### config.mk
export PLATFORM = sky130hd
export DESIGN_NAME = adjacency_matrix_graph_store
export DESIGN_NICKNAME = d
export VERILOG_FILES = /design/src/amgs_pkg.sv /design/src/adjacency_matrix_graph_store.sv /design/src/amgs_ctrl.sv /design/src/amgs_dpath.sv
export VERILOG_INCLUDE_DIRS = /design/src /design/src/src
export SDC_FILE = /design/constraint.sdc
export NUM_CORES = 1
export LEC_CHECK = 0
export ABC_AREA = 1
export CAP_MARGIN = 20
export CORE_MARGIN = 5
export CORE_UTILIZATION = 64
export DETAILED_ROUTE_END_ITERATION = 16
export DONT_BUFFER_PORTS = 1
export PLACE_DENSITY = 0.79
export SYNTH_ARGS = -nofsm -noshare
export SYNTH_HDL_FRONTEND = slang
export SYNTH_HIERARCHICAL = 1
export SYNTH_SLANG_ARGS = --single-unit
export TNS_END_PERCENT = 50
### constraint.sdc
create_clock -name i_clk -period 4.1 [get_ports i_clk]
set_input_delay 0.41 -clock i_clk [delete_from_list [all_inputs] [get_ports i_clk]]
set_output_delay 0.41 -clock i_clk [all_outputs]
set_load 0.02 [all_outputs]
### src/adjacency_matrix_graph_store_assert.svh
// Assertion helpers for the graph store, clocked on i_clk and held off in reset.
`ifndef ADJACENCY_MATRIX_GRAPH_STORE_ASSERT_SVH
`define ADJACENCY_MATRIX_GRAPH_STORE_ASSERT_SVH

`ifndef NO_ASSERTIONS

`define AMGS_ASSERT_SAME(label, ante, cons, msg) \
    label: assert property (@(posedge i_clk) disable iff (!i_rst_n) (ante) |-> (cons)) \
        else $error(msg);

`define AMGS_ASSERT_NEXT(label, ante, cons, msg) \
    label: assert property (@(posedge i_clk) disable iff (!i_rst_n) (ante) |=> (cons)) \
        else $error(msg);

`else

`define AMGS_ASSERT_SAME(label, ante, cons, msg)

`define AMGS_ASSERT_NEXT(label, ante, cons, msg)

`endif

`endif

### src/amgs_pkg.sv
package amgs_pkg;

    localparam int MAX_VERTICES = 32;
    localparam int VTX_W        = 5;
    localparam int VC_W         = 6;
    localparam int CNT_W        = $clog2(MAX_VERTICES + 1);
    localparam int ROW_W        = MAX_VERTICES;

    localparam logic [VC_W-1:0] VC_RESET = VC_W'(MAX_VERTICES);

    localparam logic [1:0] OP_ADD  = 2'd0;
    localparam logic [1:0] OP_SUCC = 2'd1;
    localparam logic [1:0] OP_PRED = 2'd2;

    typedef struct packed {
        logic [1:0]       opcode;
        logic [VTX_W-1:0] source_vertex;
        logic [VTX_W-1:0] target_vertex;
    } t_in_item;

    typedef struct packed {
        logic [VTX_W-1:0] neighbor_vertex;
        logic             none_found;
        logic             last;
    } t_out_item;

    typedef enum logic [2:0] {
        S_IDLE,
        S_DECODE,
        S_ADD_WR,
        S_ROW_LD,
        S_STREAM,
        S_FINISH
    } t_state;

    typedef struct packed {
        logic load;
        logic rd_src;
        logic add_wr;
        logic row_ld;
        logic stream;
        logic finish;
    } t_cmd;

    typedef struct packed {
        logic [1:0] op;
        logic       src_ok;
        logic       add_ok;
        logic       scan_done;
        logic       out_free;
    } t_stat;

endpackage

### src/adjacency_matrix_graph_store.sv
// Directed-graph store kept as a 32 x 32 adjacency bit matrix, one row per source vertex,
// cleared at reset. Each input item is an add-edge, a successor query or a predecessor query;
// queries answer with one item per neighbor in ascending order, the final one marked last, or a
// single none_found item when nothing matches or the vertex is outside vertex_count. Add-edge
// gives no result. Results leave one per cycle while the consumer keeps ready high. The scan
// visits one vertex per cycle, and for the predecessor query each step is a read of one row
// through the single read port of the row memory. A stalled output stalls the scan once a
// further vertex is found. The next item is taken once the final result of a query sits in the
// output register. vertex_count is written through i_cfg_we / i_cfg_wdata; the user must write it
// only while the block is idle, and the block itself does not enforce this. Values above 32 act
// as 32, zero leaves no vertex in range.
module adjacency_matrix_graph_store
    import amgs_pkg::*;
(
    input  logic            i_clk,
    input  logic            i_rst_n,
    input  logic            i_in_valid,
    output logic            o_in_ready,
    input  t_in_item        i_in_item,
    output logic            o_out_valid,
    input  logic            i_out_ready,
    output t_out_item       o_out_item,
    input  logic            i_cfg_we,
    input  logic [VC_W-1:0] i_cfg_wdata
);

    t_cmd  cmd;
    t_stat stat;

    // Sequence each item: decode, row access, scan, final result.
    amgs_ctrl u_ctrl (
        .i_clk      (i_clk),
        .i_rst_n    (i_rst_n),
        .i_in_valid (i_in_valid),
        .o_in_ready (o_in_ready),
        .i_stat     (stat),
        .o_cmd      (cmd)
    );

    // Hold the matrix, the count register, the scan pipeline and the output register.
    amgs_dpath u_dpath (
        .i_clk       (i_clk),
        .i_rst_n     (i_rst_n),
        .i_in_item   (i_in_item),
        .i_cfg_we    (i_cfg_we),
        .i_cfg_wdata (i_cfg_wdata),
        .i_cmd       (cmd),
        .o_stat      (stat),
        .o_out_valid (o_out_valid),
        .i_out_ready (i_out_ready),
        .o_out_item  (o_out_item)
    );

`include "adjacency_matrix_graph_store_assert.svh"

    // An empty answer carries a zero vertex and closes its run.
    `AMGS_ASSERT_SAME(a_none_is_last, o_out_valid && o_out_item.none_found,
        o_out_item.last && (o_out_item.neighbor_vertex == '0),
        "none_found item without last or with a vertex")

    // Add-edge never produces a result.
    `AMGS_ASSERT_NEXT(a_add_silent,
        i_in_valid && o_in_ready && (i_in_item.opcode == OP_ADD) && !o_out_valid,
        !o_out_valid, "add-edge produced a result")

    // Leaving the final step of a query leaves its closing item in the output register.
    `AMGS_ASSERT_SAME(a_finish_pushes, $rose(o_in_ready) && $past(cmd.finish),
        o_out_valid && o_out_item.last, "query ended without a last item")

endmodule

### src/amgs_ctrl.sv
module amgs_ctrl
    import amgs_pkg::*;
(
    input  logic  i_clk,
    input  logic  i_rst_n,
    input  logic  i_in_valid,
    output logic  o_in_ready,
    input  t_stat i_stat,
    output t_cmd  o_cmd
);

    t_state r_state;
    t_state n_state;

    always_ff @(posedge i_clk) begin
        if (!i_rst_n) begin
            r_state <= S_IDLE;
        end else begin
            r_state <= n_state;
        end
    end

    always_comb begin
        n_state    = r_state;
        o_cmd      = '0;
        o_in_ready = 1'b0;
        case (r_state)
            S_IDLE: begin
                o_in_ready = 1'b1;
                if (i_in_valid) begin
                    o_cmd.load = 1'b1;
                    n_state    = S_DECODE;
                end
            end
            S_DECODE: begin
                o_cmd.rd_src = 1'b1;
                case (i_stat.op)
                    OP_ADD:  n_state = i_stat.add_ok ? S_ADD_WR : S_IDLE;
                    OP_SUCC: n_state = i_stat.src_ok ? S_ROW_LD : S_FINISH;
                    OP_PRED: n_state = i_stat.src_ok ? S_STREAM : S_FINISH;
                    default: n_state = S_IDLE;
                endcase
            end
            S_ADD_WR: begin
                o_cmd.add_wr = 1'b1;
                n_state      = S_IDLE;
            end
            S_ROW_LD: begin
                o_cmd.row_ld = 1'b1;
                n_state      = S_STREAM;
            end
            S_STREAM: begin
                o_cmd.stream = 1'b1;
                if (i_stat.scan_done) begin
                    n_state = S_FINISH;
                end
            end
            S_FINISH: begin
                o_cmd.finish = 1'b1;
                if (i_stat.out_free) begin
                    n_state = S_IDLE;
                end
            end
            default: begin
                n_state = S_IDLE;
            end
        endcase
    end

endmodule

### src/amgs_dpath.sv
module amgs_dpath
    import amgs_pkg::*;
(
    input  logic            i_clk,
    input  logic            i_rst_n,
    input  t_in_item        i_in_item,
    input  logic            i_cfg_we,
    input  logic [VC_W-1:0] i_cfg_wdata,
    input  t_cmd            i_cmd,
    output t_stat           o_stat,
    output logic            o_out_valid,
    input  logic            i_out_ready,
    output t_out_item       o_out_item
);

    logic [VC_W-1:0]   r_vcount;
    logic [1:0]        r_op;
    logic [VTX_W-1:0]  r_src;
    logic [VTX_W-1:0]  r_dst;

    logic [ROW_W-1:0]  r_mem [MAX_VERTICES];
    logic [MAX_VERTICES-1:0] r_row_vld;
    logic [ROW_W-1:0]  r_rdata;
    logic              r_rd_vld;
    logic [ROW_W-1:0]  r_row;

    logic [CNT_W-1:0]  r_idx;
    logic              r_q_vld;
    logic [VTX_W-1:0]  r_q_idx;
    logic              r_pend_vld;
    logic [VTX_W-1:0]  r_pend_idx;

    logic              r_out_valid;
    t_out_item         r_out;

    logic [CNT_W-1:0]  n_use;
    logic [VTX_W-1:0]  rd_addr;
    logic [ROW_W-1:0]  rd_row;
    logic              q_hit;
    logic              out_free;
    logic              adv;
    logic              step;
    logic              push_hit;
    logic              push_fin;
    logic              idx_in;

    // Saturate the configured count to the matrix size.
    assign n_use = (r_vcount > VC_W'(MAX_VERTICES)) ? CNT_W'(MAX_VERTICES) : CNT_W'(r_vcount);

    assign rd_row   = r_rd_vld ? r_rdata : '0;
    assign q_hit    = (r_op == OP_SUCC) ? r_row[r_q_idx] : rd_row[r_src];
    assign out_free = !r_out_valid || i_out_ready;
    // Stall the scan only when a found vertex must displace the held one.
    assign adv      = out_free || !(r_q_vld && q_hit && r_pend_vld);
    assign step     = i_cmd.stream && adv;
    assign push_hit = step && r_q_vld && q_hit && r_pend_vld;
    assign push_fin = i_cmd.finish && out_free;
    assign idx_in   = r_idx < n_use;

    // Re-read the held row while stalled so data stays matched to its tag.
    always_comb begin
        if (i_cmd.rd_src) begin
            rd_addr = r_src;
        end else if (adv) begin
            rd_addr = r_idx[VTX_W-1:0];
        end else begin
            rd_addr = r_q_idx;
        end
    end

    always_comb begin
        o_stat.op        = r_op;
        o_stat.src_ok    = CNT_W'(r_src) < n_use;
        o_stat.add_ok    = (CNT_W'(r_src) < n_use) && (CNT_W'(r_dst) < n_use);
        o_stat.scan_done = !r_q_vld && !idx_in;
        o_stat.out_free  = out_free;
    end

    // Row memory: one read and one write port, registered read.
    always_ff @(posedge i_clk) begin
        r_rdata <= r_mem[rd_addr];
        if (i_cmd.add_wr) begin
            r_mem[r_src] <= rd_row | (ROW_W'(1) << r_dst);
        end
    end

    always_ff @(posedge i_clk) begin
        if (!i_rst_n) begin
            r_row_vld <= '0;
            r_rd_vld  <= 1'b0;
        end else begin
            r_rd_vld <= r_row_vld[rd_addr];
            if (i_cmd.add_wr) begin
                r_row_vld[r_src] <= 1'b1;
            end
        end
    end

    always_ff @(posedge i_clk) begin
        if (!i_rst_n) begin
            r_vcount <= VC_RESET;
        end else if (i_cfg_we) begin
            r_vcount <= i_cfg_wdata;
        end
    end

    always_ff @(posedge i_clk) begin
        if (i_cmd.load) begin
            r_op  <= i_in_item.opcode;
            r_src <= i_in_item.source_vertex;
            r_dst <= i_in_item.target_vertex;
        end
        if (i_cmd.row_ld) begin
            r_row <= rd_row;
        end
        if (step) begin
            r_q_idx <= r_idx[VTX_W-1:0];
            if (r_q_vld && q_hit) begin
                r_pend_idx <= r_q_idx;
            end
        end
    end

    always_ff @(posedge i_clk) begin
        if (!i_rst_n) begin
            r_idx      <= '0;
            r_q_vld    <= 1'b0;
            r_pend_vld <= 1'b0;
        end else if (i_cmd.load) begin
            r_idx      <= '0;
            r_q_vld    <= 1'b0;
            r_pend_vld <= 1'b0;
        end else if (step) begin
            r_q_vld <= idx_in;
            if (idx_in) begin
                r_idx <= r_idx + CNT_W'(1);
            end
            if (r_q_vld && q_hit) begin
                r_pend_vld <= 1'b1;
            end
        end
    end

    always_ff @(posedge i_clk) begin
        if (!i_rst_n) begin
            r_out_valid <= 1'b0;
        end else if (push_hit || push_fin) begin
            r_out_valid <= 1'b1;
        end else if (i_out_ready) begin
            r_out_valid <= 1'b0;
        end
    end

    always_ff @(posedge i_clk) begin
        if (push_hit) begin
            r_out.neighbor_vertex <= r_pend_idx;
            r_out.none_found      <= 1'b0;
            r_out.last            <= 1'b0;
        end else if (push_fin) begin
            r_out.neighbor_vertex <= r_pend_vld ? r_pend_idx : '0;
            r_out.none_found      <= !r_pend_vld;
            r_out.last            <= 1'b1;
        end
    end

    assign o_out_valid = r_out_valid;
    assign o_out_item  = r_out;

endmodule
==> reports/qor.txt <==
Status: completed
Clock root cell: clkbuf_16
Simple-gate portion of the synthesized area: 16.5%
Total CTS buffers: 111
Nets: 4,653
Residual DRC count: 0
Min-delay worst type: primary input to flip-flop
Largest net degree at the start of global routing: 122
Area delta synth->final: 12.9%
Final WL: 131,000 um
Synth Register Bits: 1,168
Longest Clk Path Bufs: 3
Avg Inst Size Synth: 10.9 sq um
Sequential-to-total area share from yosys stat: 69.2%
Comb pwr share: 30.0%
Fmax achieved: 0.254 GHz
Switching share of total power: 34.2%
Clock Power Share: 29.2%
Slew margin rel.: 29.0%
Die height: 288 um
Core ar.: 0.0771 sq mm
Hold Path Cell Cnt: 5
Setup Skew: 0.0190 ns
Seq pwr share: 40.9%
Post-synth EDFFs: 1,083
H-tree levels: 3
Distinct cell type count after synthesis: 34
Post-DRT Antenna Nets: 0
Clock Latency Late Sink: 0.68 ns
Net Switching: 12.0 mW
Final min period: 3.94 ns
Reg clk slew, reported paths: 0.06 ns
Ports: 32
Global-route wire length before repair: 196,000 um
Post-synthesis mux area share: 0%
DP HPWL: 73,200 um
Post-Syn Area: 0.0495 sq mm
Req. time, crit path: 4.66 ns
Initial Utilization: 64.2%
Vias per inst: 5.99
CTS tree: done
Initial antenna violation count: 1
Wirelength per Cell: 22.7 um
Main combinational cell family by area after synthesis: simple AND/OR/NAND/NOR gates
Xor/xnor share of the synthesized area: 0%
Fin Setup TNS: 0 ns
Die X-Extent: 288 um
P per Cell Area: 630 mW/mm^2
Worst-margin pin slew: 1.06 ns
FILL cells: 4,890
Num rows: 102
Placer congestion estimate: 0.964
Adder-cell area share of the yosys netlist: 0.354%
Final setup viols: 0
CP Capture Type: flip-flop
Max Cap Viol: 0
Crit path DAT: 4.50 ns
GRT Total Usage: 31.3%
Starting DRT DRC Count: 4,602
Cells after synthesis: 4,559
Max VDD drop: 0.456 mV
IO buf count: 0
Pre-antenna DRT Iters: 6
Vias: 34.4k
Slew Viols, Final: 0
Vias in the first global route: 33.2k
Int Power: 23.2 mW
Worst r2r path cells: 22
Crit path kind: flip-flop to flip-flop
Ratio of cells with drive above 1 in the final layout: 8.85%
Final hold violations: 0
Leakage Power: 22.2 nW
Final critical-path share of the clock period: 96.2%
Tot Pwr: 35.2 mW
FFs w/ async S/R, synth: 0%
Post-Syn Nets: 4,596
Ys flop type: edfxtp_1
GRT overflow: 0
Complex-gate fraction of the synthesized area: 5.66%
Die area: 0.0830 sq mm
RSZ-0062 raised after global routing: no
Clk sink count: 1,168
Startpoint Class: flip-flop
Peak fanout along the critical path: 35
Number of diodes: 0
Ys Warns: 6
==> state kept, by name, summed over array words and instances, names as in the netlist <==
name and count:
u_dpath/r_row_vld 32, u_dpath/r_q_vld 1, u_dpath/r_src 5, u_dpath/r_op 2, u_dpath/o_out_item 7, u_dpath/r_rd_vld 1, u_dpath/o_out_valid 1, u_dpath/r_pend_vld 1
u_dpath/r_dst 5, u_dpath/r_row 32, u_dpath/r_rdata 32, u_dpath/r_idx 6, u_ctrl/r_state 3, u_dpath/r_pend_idx 5, u_dpath/r_vcount 6, u_dpath/r_q_idx 5
u_dpath/r_mem 1024
==> stage by stage <==
step	setup slack, ns	hold slack, ns	utilization (%)	instances	instance area [sq um]
3_5_place_dp	0.288	0.459	67.2	5507	51800
2_1_floorplan	1.23	0.421	-	4559	49500
5_1_grt	0.00720	0.121	72.5	5750	55900
3_3_place_gp	0.250	0.449	67.0	5497	51600
6_report	0.156	0.0750	72.5	5750	55900
4_1_cts	0.261	0.0345	72.2	5734	55600
==> cells by family after synthesis <==
| group | Yosys count |
|---|---|
| AOI/OAI and AO/OA | 396 |
| adders and majority gates | 14 |
| buffers and inverters | 1038 |
| DFF | 1168 |
| and+or+nand+nor | 1943 |
==> cell type report <==
| class | count | area, sq um | share of cell area [%] |
|---|---|---|---|
| Tap cell | 1040 | 1300 | 2.33 |
| Inverter | 799 | 3020 | 5.40 |
| Timing Repair Buffer | 183 | 2130 | 3.81 |
| Clock inverter | 72 | 667 | 1.19 |
| Multi-Input combinational cell | 2353 | 11500 | 20.7 |
| Clock buffer | 135 | 2990 | 5.36 |
| Sequential cell | 1168 | 34200 | 61.3 |
==> placed cells by master (no fill, tap or decap), types with 22 or more instances in the layout <==
cell type / instances
nor2_1: 132
buf_12: 41
buf_8: 22
dfxtp_1: 85
edfxtp_1: 1083
clkinv_1: 26
inv_1: 782
nor2_4: 33
nand3_1: 624
clkinv_2: 29
nand2_1: 1119
clkbuf_16: 115
o211ai_1: 322
buf_4: 97
o21ai_2: 28
==> routing by layer <==
layer | track usage (%) | vias to the layer above | routed length, um
met4 | 15.9 | 2 | 7340
met3 | 6.05 | 445 | 15000
li1 | - | 15450 | -
met5 | 0 | - | 10
met1 | 41.5 | 16292 | 47200
met2 | 50.1 | 2248 | 61100
==> what timing repair did <==
action | CTS | global route
gates resized for setup | 0 | 2
hold buffers | 20 | 0
hold endpoints to repair | 25 | 0
buffers inserted | 0 | 1
endpoints found under the setup margin | 0 | 6
==> Yosys cell counts, drive strengths merged (15+ instances only) <==
cell type / instances / share of area (%)
nand3: 625 / 6.3
inv: 797 / 6.0
nor2: 167 / 1.3
edfxtp: 1083 / 66
buf: 182 / 1.8
o211ai: 322 / 4.9
o21ai: 54 / 0.55
a21oi: 15 / 0.15
clkbuf: 57 / 0.43
dfxtp: 85 / 3.4
nand2: 1125 / 8.5
==> critical path: stages, from the launching register on <==
cell and delay (ns):
edfxtp_1 0.54, nor2_1 0.63, nand2_1 0.18, nand4_1 0.15
nand2_1 0.05, nand2_1 0.09, nor2_1 0.04, nand2_1 0.12
nand2_1 0.13, nand2_1 0.08, nor2_1 0.06, nand3_1 0.06
nand3_1 0.10, nand2_4 0.22, clkinv_8 0.26, buf_12 0.26
buf_12 0.16, o211ai_1 0.10, nand3_1 0.10, nand3_1 0.10
nand2_1 0.09, nand2_1 0.19, nand2_1 0.08
==> worst paths after layout <==
check | slack, ns | endpoint | startpoint
setup reg to reg | 0.16 | u_dpath/r_rdata[22] | u_dpath/r_src[0]
hold reg to reg | 0.47 | u_dpath/r_row_vld[18] | u_dpath/r_row_vld[18]
setup / recovery | 0.16 | u_dpath/r_rdata[22] | u_dpath/r_src[0]
hold / removal | 0.08 | u_dpath/o_out_valid | i_out_ready
==> power by group through the flow <==
stage / Clock (mW) / Combinational, mW / Sequential [mW]
finish: 10.3 / 10.5 / 14.4
global route: 10.8 / 11.4 / 14.4
detailed placement: 0 / 10.0 / 14.6
CTS: 10.3 / 10.2 / 14.4
global placement: 0 / 9.70 / 14.7
floorplan: 0 / 6.66 / 14.5
No activity file was read; power rests on OpenSTA's default activity.
